File: src/bmpc_pkg.sv
// Package for the button menu press classifier: register indexes, reset
// values of the timing registers and the auto-repeat period function.
// No dependencies.
`default_nettype none

package bmpc_pkg;

    // Configuration register indexes.
    typedef enum logic [2:0] {
        CFG_IDLE_TIMEOUT  = 3'd0,
        CFG_LONG_PRESS    = 3'd1,
        CFG_SHORT_MIN     = 3'd2,
        CFG_REPEAT_BASE   = 3'd3,
        CFG_PAGE_CONFIRM  = 3'd4,
        CFG_RESET_HOLD    = 3'd5
    } t_cfg_index;

    localparam int CFG_INDEX_W  = 3;
    localparam int CFG_DATA_W   = 20;
    localparam int TIME_W       = 32;
    localparam int PAGE_W       = 3;
    localparam int PAGE_COUNT_DEF = 2;

    localparam logic [15:0] IDLE_TIMEOUT_RST = 16'd10000;
    localparam logic [15:0] LONG_PRESS_RST   = 16'd1000;
    localparam logic [15:0] SHORT_MIN_RST    = 16'd50;
    localparam logic [15:0] REPEAT_BASE_RST  = 16'd300;
    localparam logic [15:0] PAGE_CONFIRM_RST = 16'd200;
    localparam logic [19:0] RESET_HOLD_RST   = 20'd30000;

    // Hold-time tiers of the auto-repeat and their periods.
    localparam logic [31:0] HOLD_TIER_FAST = 32'd5000;
    localparam logic [31:0] HOLD_TIER_MID  = 32'd3000;
    localparam logic [31:0] HOLD_TIER_SLOW = 32'd1000;
    localparam logic [15:0] PERIOD_FAST    = 16'd20;
    localparam logic [15:0] PERIOD_MID     = 16'd50;
    localparam logic [15:0] PERIOD_SLOW    = 16'd100;

    // The repeat period shrinks the longer the button has been held.
    function automatic logic [15:0] repeat_period(input logic [31:0] hold,
                                                  input logic [15:0] base);
        logic [15:0] period;
        if (hold > HOLD_TIER_FAST) begin
            period = PERIOD_FAST;
        end else if (hold > HOLD_TIER_MID) begin
            period = PERIOD_MID;
        end else if (hold > HOLD_TIER_SLOW) begin
            period = PERIOD_SLOW;
        end else begin
            period = base;
        end
        return period;
    endfunction

endpackage

`default_nettype wire

File: src/button_menu_press_classifier.sv
// Button menu press classifier: input register, one pass of classification
// logic and a result register. Depends on bmpc_pkg.
//
//   channel  direction  handshake              payload
//   input    in         i_in_valid/o_in_stall  i_now_ms, i_*_pressed
//   result   out        o_out_valid/i_out_stall  o_move_up .. o_reset_request
//   config   in         i_cfg_valid/o_cfg_ready  i_cfg_index, i_cfg_data
//
// One beat per cycle while the result is not stalled; a beat accepted into the
// input register moves on into the result register when the result can advance.
// The classification of a beat reads and updates the mode and button state
// in the same cycle that moves it into the result register.
// A stalled result holds the input register, which then stalls the input.
// Reset (synchronous, active low) restores page mode, page 0 and the default
// timing registers; the config port is always ready.
`default_nettype none

module button_menu_press_classifier #(
    parameter int PAGE_COUNT = bmpc_pkg::PAGE_COUNT_DEF
) (
    input  wire logic                             i_clk,
    input  wire logic                             i_rst_n,

    input  wire logic                             i_in_valid,
    output logic                                  o_in_stall,
    input  wire logic [bmpc_pkg::TIME_W-1:0]      i_now_ms,
    input  wire logic                             i_up_pressed,
    input  wire logic                             i_down_pressed,
    input  wire logic                             i_select_pressed,

    output logic                                  o_out_valid,
    input  wire logic                             i_out_stall,
    output logic                                  o_move_up,
    output logic                                  o_move_down,
    output logic                                  o_select_event,
    output logic                                  o_back_event,
    output logic                                  o_menu_open,
    output logic                                  o_menu_opened,
    output logic                                  o_menu_timed_out,
    output logic [bmpc_pkg::PAGE_W-1:0]           o_page_index,
    output logic                                  o_page_changed,
    output logic                                  o_reset_request,

    input  wire logic                             i_cfg_valid,
    output logic                                  o_cfg_ready,
    input  wire logic [bmpc_pkg::CFG_INDEX_W-1:0] i_cfg_index,
    input  wire logic [bmpc_pkg::CFG_DATA_W-1:0]  i_cfg_data
);

    localparam logic [3:0] PcLast = 4'(PAGE_COUNT - 1);
    localparam logic [3:0] PcW    = 4'(PAGE_COUNT);

    // Configuration registers.
    logic [15:0] r_idle_timeout, r_long_press, r_short_min;
    logic [15:0] r_repeat_base, r_page_confirm;
    logic [19:0] r_reset_hold;

    // Input register.
    logic        r_in_valid;
    logic [31:0] r_now;
    logic        r_up, r_down, r_sel;

    // Classification state.
    logic        r_menu, n_menu;
    logic [2:0]  r_page, n_page;
    logic        r_up_held, n_up_held, r_down_held, n_down_held;
    logic        r_sel_held, n_sel_held, r_sel_long, n_sel_long;
    logic [1:0]  r_step_done, n_step_done;
    logic [31:0] r_up_start, n_up_start, r_up_last, n_up_last;
    logic [31:0] r_down_start, n_down_start, r_down_last, n_down_last;
    logic [31:0] r_sel_start, n_sel_start, r_last_act, n_last_act;

    // Result of the current beat.
    logic n_mv_up, n_mv_dn, n_sel_ev, n_back_ev, n_opened, n_timed_out;
    logic n_changed, n_rst_req;

    logic adv, in_fire;

    assign adv        = r_in_valid && (!o_out_valid || !i_out_stall);
    assign o_in_stall = r_in_valid && !adv;
    assign in_fire    = i_in_valid && !o_in_stall;
    assign o_cfg_ready = 1'b1;

    always_ff @(posedge i_clk) begin
        if (!i_rst_n) begin
            r_idle_timeout <= bmpc_pkg::IDLE_TIMEOUT_RST;
            r_long_press   <= bmpc_pkg::LONG_PRESS_RST;
            r_short_min    <= bmpc_pkg::SHORT_MIN_RST;
            r_repeat_base  <= bmpc_pkg::REPEAT_BASE_RST;
            r_page_confirm <= bmpc_pkg::PAGE_CONFIRM_RST;
            r_reset_hold   <= bmpc_pkg::RESET_HOLD_RST;
        end else if (i_cfg_valid) begin
            case (bmpc_pkg::t_cfg_index'(i_cfg_index))
                bmpc_pkg::CFG_IDLE_TIMEOUT: r_idle_timeout <= i_cfg_data[15:0];
                bmpc_pkg::CFG_LONG_PRESS:   r_long_press   <= i_cfg_data[15:0];
                bmpc_pkg::CFG_SHORT_MIN:    r_short_min    <= i_cfg_data[15:0];
                bmpc_pkg::CFG_REPEAT_BASE:  r_repeat_base  <= i_cfg_data[15:0];
                bmpc_pkg::CFG_PAGE_CONFIRM: r_page_confirm <= i_cfg_data[15:0];
                bmpc_pkg::CFG_RESET_HOLD:   r_reset_hold   <= i_cfg_data;
                default: ;
            endcase
        end
    end

    always_ff @(posedge i_clk) begin
        if (!i_rst_n) begin
            r_in_valid <= 1'b0;
        end else if (in_fire) begin
            r_in_valid <= 1'b1;
        end else if (adv) begin
            r_in_valid <= 1'b0;
        end
    end

    always_ff @(posedge i_clk) begin
        if (in_fire) begin
            r_now  <= i_now_ms;
            r_up   <= i_up_pressed;
            r_down <= i_down_pressed;
            r_sel  <= i_select_pressed;
        end
    end

    always_comb begin
        logic        v_any, v_open;
        logic [31:0] v_dt;
        logic [3:0]  v_pg;

        n_menu       = r_menu;
        n_page       = r_page;
        n_up_held    = r_up_held;
        n_down_held  = r_down_held;
        n_sel_held   = r_sel_held;
        n_sel_long   = r_sel_long;
        n_step_done  = r_step_done;
        n_up_start   = r_up_start;
        n_up_last    = r_up_last;
        n_down_start = r_down_start;
        n_down_last  = r_down_last;
        n_sel_start  = r_sel_start;
        n_last_act   = r_last_act;
        n_mv_up      = 1'b0;
        n_mv_dn      = 1'b0;
        n_sel_ev     = 1'b0;
        n_back_ev    = 1'b0;
        n_opened     = 1'b0;
        n_timed_out  = 1'b0;
        n_changed    = 1'b0;
        n_rst_req    = 1'b0;
        v_any        = 1'b0;
        v_open       = 1'b0;
        v_dt         = '0;
        v_pg         = {1'b0, r_page};

        if (r_menu) begin
            // Up: event on press, then auto-repeat.
            if (!r_up) begin
                n_up_held = 1'b0;
            end else if (!r_up_held) begin
                n_up_held  = 1'b1;
                n_up_start = r_now;
                n_up_last  = r_now;
                n_mv_up    = 1'b1;
            end else if (r_now - r_up_last > 32'(bmpc_pkg::repeat_period(
                         r_now - r_up_start, r_repeat_base))) begin
                n_up_last = r_now;
                n_mv_up   = 1'b1;
            end

            if (!r_down) begin
                n_down_held = 1'b0;
            end else if (!r_down_held) begin
                n_down_held  = 1'b1;
                n_down_start = r_now;
                n_down_last  = r_now;
                n_mv_dn      = 1'b1;
            end else if (r_now - r_down_last > 32'(bmpc_pkg::repeat_period(
                         r_now - r_down_start, r_repeat_base))) begin
                n_down_last = r_now;
                n_mv_dn     = 1'b1;
            end

            if (r_sel) begin
                if (!r_sel_held) begin
                    n_sel_held  = 1'b1;
                    n_sel_start = r_now;
                    n_sel_long  = 1'b0;
                end
                if (!n_sel_long && (r_now - n_sel_start >= 32'(r_long_press))) begin
                    n_back_ev  = 1'b1;
                    n_sel_long = 1'b1;
                end
            end else begin
                v_dt = r_now - r_sel_start;
                if (r_sel_held && !r_sel_long && (v_dt >= 32'(r_short_min))
                    && (v_dt < 32'(r_long_press))) begin
                    n_sel_ev = 1'b1;
                end
                n_sel_held = 1'b0;
                n_sel_long = 1'b0;
            end

            v_any = n_mv_up || n_mv_dn || n_sel_ev || n_back_ev;
            if (v_any) begin
                n_last_act = r_now;
            end
            if (r_now - n_last_act >= 32'(r_idle_timeout)) begin
                n_menu      = 1'b0;
                n_timed_out = 1'b1;
                n_up_held   = 1'b0;
                n_down_held = 1'b0;
                n_sel_held  = 1'b0;
                n_sel_long  = 1'b0;
                n_step_done = 2'b00;
            end
        end else begin
            // Page mode: one step per press held past the confirm time.
            if (!r_up) begin
                n_up_held      = 1'b0;
                n_step_done[0] = 1'b0;
            end else begin
                if (!r_up_held) begin
                    n_up_held      = 1'b1;
                    n_up_start     = r_now;
                    n_step_done[0] = 1'b0;
                end
                if (!n_step_done[0] && (r_now - n_up_start >= 32'(r_page_confirm))) begin
                    n_step_done[0] = 1'b1;
                    n_changed      = 1'b1;
                    v_pg = (v_pg == 4'd0) ? PcLast : v_pg - 4'd1;
                end
            end

            if (!r_down) begin
                n_down_held    = 1'b0;
                n_step_done[1] = 1'b0;
            end else begin
                if (!r_down_held) begin
                    n_down_held    = 1'b1;
                    n_down_start   = r_now;
                    n_step_done[1] = 1'b0;
                end
                if (!n_step_done[1] && (r_now - n_down_start >= 32'(r_page_confirm))) begin
                    n_step_done[1] = 1'b1;
                    n_changed      = 1'b1;
                    v_pg = (v_pg + 4'd1 >= PcW) ? 4'd0 : v_pg + 4'd1;
                end
            end
            n_page = v_pg[2:0];

            if (r_sel) begin
                if (!r_sel_held) begin
                    n_sel_held  = 1'b1;
                    n_sel_start = r_now;
                    n_sel_long  = 1'b0;
                end
                if (r_now - n_sel_start >= 32'(r_reset_hold)) begin
                    n_rst_req  = 1'b1;
                    n_sel_long = 1'b1;
                end
            end else begin
                v_dt = r_now - r_sel_start;
                v_open = r_sel_held && !r_sel_long && (v_dt >= 32'(r_short_min))
                         && (v_dt < 32'(r_long_press));
                n_sel_held = 1'b0;
                n_sel_long = 1'b0;
                if (v_open) begin
                    n_menu      = 1'b1;
                    n_opened    = 1'b1;
                    n_last_act  = r_now;
                    n_up_held   = 1'b0;
                    n_down_held = 1'b0;
                    n_step_done = 2'b00;
                end
            end
        end
    end

    always_ff @(posedge i_clk) begin
        if (!i_rst_n) begin
            r_menu       <= 1'b0;
            r_page       <= '0;
            r_up_held    <= 1'b0;
            r_down_held  <= 1'b0;
            r_sel_held   <= 1'b0;
            r_sel_long   <= 1'b0;
            r_step_done  <= 2'b00;
            r_up_start   <= '0;
            r_up_last    <= '0;
            r_down_start <= '0;
            r_down_last  <= '0;
            r_sel_start  <= '0;
            r_last_act   <= '0;
        end else if (adv) begin
            r_menu       <= n_menu;
            r_page       <= n_page;
            r_up_held    <= n_up_held;
            r_down_held  <= n_down_held;
            r_sel_held   <= n_sel_held;
            r_sel_long   <= n_sel_long;
            r_step_done  <= n_step_done;
            r_up_start   <= n_up_start;
            r_up_last    <= n_up_last;
            r_down_start <= n_down_start;
            r_down_last  <= n_down_last;
            r_sel_start  <= n_sel_start;
            r_last_act   <= n_last_act;
        end
    end

    always_ff @(posedge i_clk) begin
        if (!i_rst_n) begin
            o_out_valid <= 1'b0;
        end else if (adv) begin
            o_out_valid <= 1'b1;
        end else if (!i_out_stall) begin
            o_out_valid <= 1'b0;
        end
    end

    always_ff @(posedge i_clk) begin
        if (adv) begin
            o_move_up        <= n_mv_up;
            o_move_down      <= n_mv_dn;
            o_select_event   <= n_sel_ev;
            o_back_event     <= n_back_ev;
            o_menu_open      <= n_menu;
            o_menu_opened    <= n_opened;
            o_menu_timed_out <= n_timed_out;
            o_page_index     <= n_page;
            o_page_changed   <= n_changed;
            o_reset_request  <= n_rst_req;
        end
    end

    // A result that opens the menu reports it open; a timeout reports it shut.
    a_open_flag: assert property (@(posedge i_clk) disable iff (!i_rst_n)
        o_out_valid && o_menu_opened |-> o_menu_open)
        else $error("menu_opened without menu_open");

    a_timeout_flag: assert property (@(posedge i_clk) disable iff (!i_rst_n)
        o_out_valid && o_menu_timed_out |-> !o_menu_open && !o_menu_opened)
        else $error("menu_timed_out while menu reported open");

    // Menu events and page events never mix in one result.
    a_mode_events: assert property (@(posedge i_clk) disable iff (!i_rst_n)
        o_out_valid && (o_move_up || o_move_down || o_select_event || o_back_event)
        |-> !o_page_changed && !o_reset_request)
        else $error("menu and page events in one result");

    a_page_range: assert property (@(posedge i_clk) disable iff (!i_rst_n)
        o_out_valid |-> ({1'b0, o_page_index} < PcW))
        else $error("page index beyond page count");

    // The stored beat moves on whenever the result register can take it.
    a_advance: assert property (@(posedge i_clk) disable iff (!i_rst_n)
        r_in_valid && !(o_out_valid && i_out_stall) |=> o_out_valid)
        else $error("input beat not advanced");

endmodule

`default_nettype wire

File: config.mk
export PLATFORM = sky130hd
export DESIGN_NAME = button_menu_press_classifier
export DESIGN_NICKNAME = d
export VERILOG_FILES = /design/src/bmpc_pkg.sv /design/src/button_menu_press_classifier.sv
export SDC_FILE = /design/constraint.sdc
export NUM_CORES = 2
export LEC_CHECK = 0
export ABC_AREA = 1
export BUFFER_PORTS_ARGS = -buffer_cell sky130_fd_sc_hd__clkbuf_2
export CORE_MARGIN = 3
export CORE_UTILIZATION = 55
export CTS_CLUSTER_DIAMETER = 120
export CTS_CLUSTER_SIZE = 16
export DETAILED_ROUTE_END_ITERATION = 16
export GPL_ROUTABILITY_DRIVEN = 0
export PLACE_DENSITY = 0.82
export SKIP_CTS_REPAIR_TIMING = 1
export SYNTH_ARGS = -nofsm -noshare
export SYNTH_HDL_FRONTEND = slang
export SYNTH_SLANG_ARGS = --single-unit
File: constraint.sdc
create_clock -name i_clk -period 27.6 [get_ports i_clk]
set_input_delay 2.76 -clock i_clk [delete_from_list [all_inputs] [get_ports i_clk]]
set_output_delay 2.76 -clock i_clk [all_outputs]
set_load 0.01 [all_outputs]
* Word level (Yosys, flattened, before mapping)
Index checks and enable logic that the tools add are counted.
** Operators by class
- $add $sub $neg :: 12
- Order comparisons :: 16
- Equality and inequality tests :: 10
- Muxes and demuxes :: 108
- Bitwise logic cells :: 1
- Reductions and logical operators :: 39
** Operators with widths (number)
- $mux 32 :: 26
- $sub 32x32->32 :: 10
- $mux 16 :: 12
- $ge 32x16->1 :: 5
- $gt 32x10->1 const B :: 2
- $gt 32x12->1 const B :: 2
- $gt 32x13->1 const B :: 2
- $gt 32x16->1 :: 2
- $mux 1 :: 58
- $ge 32x20->1 :: 1
- $lt 32x16->1 :: 1
- $reduce_and 2->1 :: 10
- $mux 4 :: 4
- $mux 3 :: 4
- $ne 2x1->1 const B :: 5
- $logic_and 1x1->1 :: 9
- $logic_not 1->1 :: 8
- $mux 2 :: 4
- $reduce_and 4->1 :: 2
- $eq 3x2->1 const B :: 2
- $eq 3x3->1 const B :: 2
- $logic_not 3->1 :: 2
- $add 4x1->4 const B :: 1
- $ge 4x2->1 const B :: 1
- 7 further kinds :: 11
** Storage, ports and cells
- Register bits :: 351
- Bits of input ports :: 63
- Output and inout port bits :: 15
- Logic and storage cells :: 221

* Logic depth before layout (Yosys ltp)
- Depth in word-level cells :: 22
- Gate-level depth with buffers :: 83
- Depth with buffers taken out :: 81

* Worst setup path before layout
OpenSTA, ideal clock, no wires.
- Path kind :: flip-flop to flip-flop
- Start :: register r_now[1]
- End :: register o_menu_timed_out, data pin
- Arrival time :: 8.729 ns
- Setup slack :: 18.619 ns
- Stages on the path, launching flop included :: 67
- Buffers on the path :: 3
- Cell sequence :: edfxtp_1 -> ha_1 -> nand3_1 -> nand2_1 -> a21oi_1 -> o21ai_1 -> a21boi_1 -> o21ai_1 -> a21oi_1 -> o21ai_1 -> a21oi_1 -> o21ai_1 -> a21oi_2 -> o21ai_2 -> nand2_1 -> nand2_1 -> nand2_1 -> nand3_1 -> [31 not listed] -> o21ai_1 -> nand2_2 -> nand2_4 -> nand2_4 -> nand2_4 -> nand2_4 -> xor2_1 -> ha_1 -> nand2_1 -> o21ai_0 -> a21oi_1 -> nand2_1 -> a21oi_1 -> nand3_2 -> nor2_4 -> nand3_2 -> nand2_2 -> inv_1
** Between the ends
- Cells in the longest elaborated chain, start to end :: 21
- Elaborated cells between the ends (all ways) :: 57
- Those cells by class :: add/sub: 7; order compare: 12; mux: 32; reduce/logical: 6
** Ends and longest elaborated chain
- from (decl) :: RTL line button_menu_press_classifier.sv:60 : logic [31:0] r_now;
- from (signal assigned) :: RTL line button_menu_press_classifier.sv:117 : r_now <= i_now_ms;
- $sub 32x32->32, on equally long branches :: RTL line button_menu_press_classifier.sv:165, button_menu_press_classifier.sv:178
- $gt 32x10->1 :: RTL line bmpc_pkg.sv:47 : end else if (hold > HOLD_TIER_SLOW) begin
- $mux 16 :: RTL line bmpc_pkg.sv:47
- $mux 16 :: RTL line bmpc_pkg.sv:45 : end else if (hold > HOLD_TIER_MID) begin
- $mux 16 :: RTL line bmpc_pkg.sv:43 : if (hold > HOLD_TIER_FAST) begin
- $mux 16, on equally long branches :: RTL line button_menu_press_classifier.sv:159, button_menu_press_classifier.sv:172
- $mux 16, on equally long branches :: RTL line button_menu_press_classifier.sv:157, button_menu_press_classifier.sv:170
- $mux 16 :: RTL line button_menu_press_classifier.sv:155 : if (r_menu) begin
- [3 not listed]
- $mux 1, on equally long branches :: RTL line button_menu_press_classifier.sv:157, button_menu_press_classifier.sv:170
- $mux 1 :: RTL line button_menu_press_classifier.sv:155
- $logic_or 1x1->1 (3 in a row) :: RTL line button_menu_press_classifier.sv:203 : v_any = n_mv_up || n_mv_dn || n_sel_ev || n_back_ev;
- $mux 32 :: RTL line button_menu_press_classifier.sv:204 : if (v_any) begin
- $mux 32 :: RTL line button_menu_press_classifier.sv:155
- $sub 32x32->32 * :: RTL line button_menu_press_classifier.sv:207 : if (r_now - n_last_act >= 32'(r_idle_timeout)) begin
- $ge 32x16->1 * :: RTL line button_menu_press_classifier.sv:207
- $mux 1 * :: RTL line button_menu_press_classifier.sv:207
- to (signal assigned) :: RTL line button_menu_press_classifier.sv:329 : o_menu_timed_out <= n_timed_out;
- to (decl) :: RTL line button_menu_press_classifier.sv:39 : output logic o_menu_timed_out,
Every way passes the cells marked *; elsewhere a longest branch is shown, timed or not. The select of a mux whose other input is x is not followed.
A chain may end at the register's enable or synchronous reset.

* Worst setup path in the final report
- Start :: register r_now[0]
- End :: register o_menu_timed_out, data pin
Same word-level chain as after synthesis.

==> metrics.cfg <==
[run_status]
status = completed

[sta]
worstMarginPinSlew_ns = 1.13
fin_crit_sh = 0.436
rsz0062_at_grt = no
hold_viol = 0
holdWs_ns = 0.459
drv_slew = 0
clock_skew_ns = 0.0300
maxSlewHeadroom = 0.246
finalSetupTns_ns = 0
setup-violations-final = 0
fin_crit_ns = 12.03
max_freq_mhz = 83.1

[critical_path]
worstSetupStartpoint = r_now[0]
reg2reg_depth = 72
path_max_fanout = 61
r2r_start = r_now[0]
r2r_end = o_menu_timed_out
crit_path_max_incr_delay_ns = 0.87
cp.arrival_ns = 12.39
r2r_slack_ns = 15.57
start_kind = flop
crit_required_ns = 27.96
cp_common_cell = nand2_1
end_kind = flop
crit_slowest_cell = o21ai_1
path_buf_inv = 7
path_class = reg -> reg
cp_top_family = simple AND/OR/NAND/NOR gates

[global_routing]
grt_pass1_vias = 34200
antenna_found_initial = 1
grt_pass1_wl_um = 175000
grt_max_degree = 186
grt_overflow = 0
grt.total_usage = 0.319

[power]
p_per_area_nw_per_um2 = 44.7
clockPowerShare = 0.233
max-vdd-ir-drop_mv = 0.0531
combPwrFrac = 0.443
p_leak_nw = 18.4
seq_power_share = 0.324
power.share.switching = 0.414
power.switching_uw = 698
p_int_uw = 988

[run]
drv_cap = 0

[logic_synthesis]
synth-edff-count = 47
ys_ff_latch = 351
synth_top_area_frac = 0.171
synthArstFlopShare = 0
synth.area.top_cells = dfxtp_1 (17%), nand2_1 (17%), ha_1 (15%), inv_1 (9.3%), a21oi_1 (8.2%)
ys.warnings.count = 0
postSynthCellCount = 5712
seq_area_frac_synth = 0.210
syn_area_um2 = 35600
synth_top_area_cell = dfxtp_1
ys_types = 65
synthTopCellsByCount = nand2_1 (1601), inv_1 (883), a21oi_1 (582)
synth_ff_type = dfxtp_1
synth.most_common_cell = nand2_1
syn_area_per_cell_um2 = 6.24
synthesis.nets = 6209

[floorplanning]
initial_utilization = 0.561
die_area_um2 = 67900
pin_count = 78
rows = 92
die_h_um = 260
coreArea_um2 = 63500
die_w_um = 260

[cts]
clock_latency_ns = 0.60
cts_max_level = 1
cts_buffers = 26
cts_tree = yes
clock-sinks = 351
clock_path_buffers = 3
clkTransAtPathRegs_ns = 0.08
cts-root-buf = clkbuf_16

[drt]
ant_nets = 0
wire_per_inst_um = 16.8
dr.first_iter.drc_count = 3430
viasPerCell = 5.65
drc_errors = 0
drt-total-wl_um = 111000
vias = 37300
first_pass_iters = 6

[min_path]
hold_depth = 2
min_from = r_down_last[19]
hold_class = reg -> reg
whs_endpoint = r_down_last[19]

[cells_and_area]
area_delta_synth_final_pct = 5.94
fillers = 6128
multiInputGateArea_um2 = 24200
drive_gt1_frac = 0.0551
nNetsFinal = 6234
regArea_um2 = 7500

[place]
io_buffer_count = 76
hpwl_um = 83800

## per-layer routing
| layer | routed length, um | up-vias | track usage |
|---|---|---|---|
| li1 | - | 18600 | - |
| met3 | 10200 | 352 | 0.0494 |
| met1 | 45400 | 16700 | 0.407 |
| met2 | 47600 | 1582 | 0.513 |
| met5 | 0 | - | 0 |
| met4 | 7660 | 0 | 0.186 |
## worst max-delay path by stage
stage | slack, ns | depth (start not counted) | end
after floorplan | 18.62 | 66 | o_menu_timed_out
after global placement | 16.27 | 74 | o_menu_timed_out
after detailed placement | 15.85 | 72 | o_menu_timed_out
after CTS | 15.78 | 72 | o_menu_timed_out
after global routing | 14.46 | 74 | r_step_done[1]
final | 15.57 | 72 | o_menu_timed_out
## power groups by stage
| stage | Clock (mW) | Combinational (mW) | Sequential [mW] |
|---|---|---|---|
| after floorplan | 0 | 0.542 | 0.563 |
| after global placement | 0 | 0.706 | 0.557 |
| after detailed placement | 0 | 0.726 | 0.558 |
| after CTS | 0.397 | 0.731 | 0.546 |
| after global routing | 0.412 | 0.841 | 0.547 |
| final | 0.393 | 0.747 | 0.546 |
## stage by stage
step	util	area, um^2	total power, mW	setup slack [ns]	cells
after detailed placement	0.582	37000	1.28	15.85	6555
after floorplan	-	35600	1.10	18.62	5712
after global placement	0.582	37000	1.26	16.27	6555
final	0.594	37700	1.69	15.57	6599
after CTS	0.594	37700	1.67	15.78	6594
after global routing	0.594	37700	1.80	14.46	6595
## sequential cells by signal, indices dropped and copies added (netlist names), 2 cells and up
register	count
r_up_last	32
r_short_min	16
r_repeat_base	16
r_long_press	16
r_step_done	2
r_down_start	32
r_down_last	32
r_reset_hold	20
r_page_confirm	16
r_up_start	32
r_idle_timeout	16
r_sel_start	32
r_now	32
r_last_act	32
r_page	3
o_page_index	3
## layout by cell type (no fill, tap or decap), types with 25 or more instances in the layout
master     netlist  layout
nand2_1       1601    1601
inv_1          883     883
a21oi_1        582     581
nor2_1         433     429
ha_1           425     425
o21ai_0        378     378
dfxtp_1        304     301
nand3_1        214     214
xor2_1         149     149
clkbuf_2         0      75
nand4_1         70      70
nor3_1          57      57
buf_4            2      50
edfxtp_1        47      47
xnor2_1         38      38
o211ai_1        36      36
inv_2           30      30
o21bai_1        27      27
clkbuf_16        0      27
nand2_2         26      26
o21ai_1         25      25
## logic make-up after synthesis
family | synth area share
AO/OA/AOI/OAI | 0.180
adder cells (fa/ha/maj) | 0.154
AND/OR/NAND/NOR | 0.297
other | 0.000105
flip-flops | 0.210
buffers and inverters | 0.112
XOR/XNOR | 0.0460
## worst register-to-register path, delay by kind of cell (launching register included)
family / cells / cell delay (ns)
xor gates and xnor gates: 2 / 0.28
buffers and inverters: 7 / 1.10
DFF: 1 / 0.48
adders and majority gates: 5 / 1.48
and+or+nand+nor: 42 / 4.64
AOI/OAI and AO/OA: 16 / 3.84
## layout make-up
cell class              count  share of cell area
multi-input cells        4312               0.640
flip-flops and latches    351               0.199
inverters                 919              0.0914
well taps                 846              0.0280
repair buffers            127              0.0207
clock buffers              37              0.0192
clock inverters             2             0.00123
diodes                      5            0.000332
(Power assumes the default switching activity.)
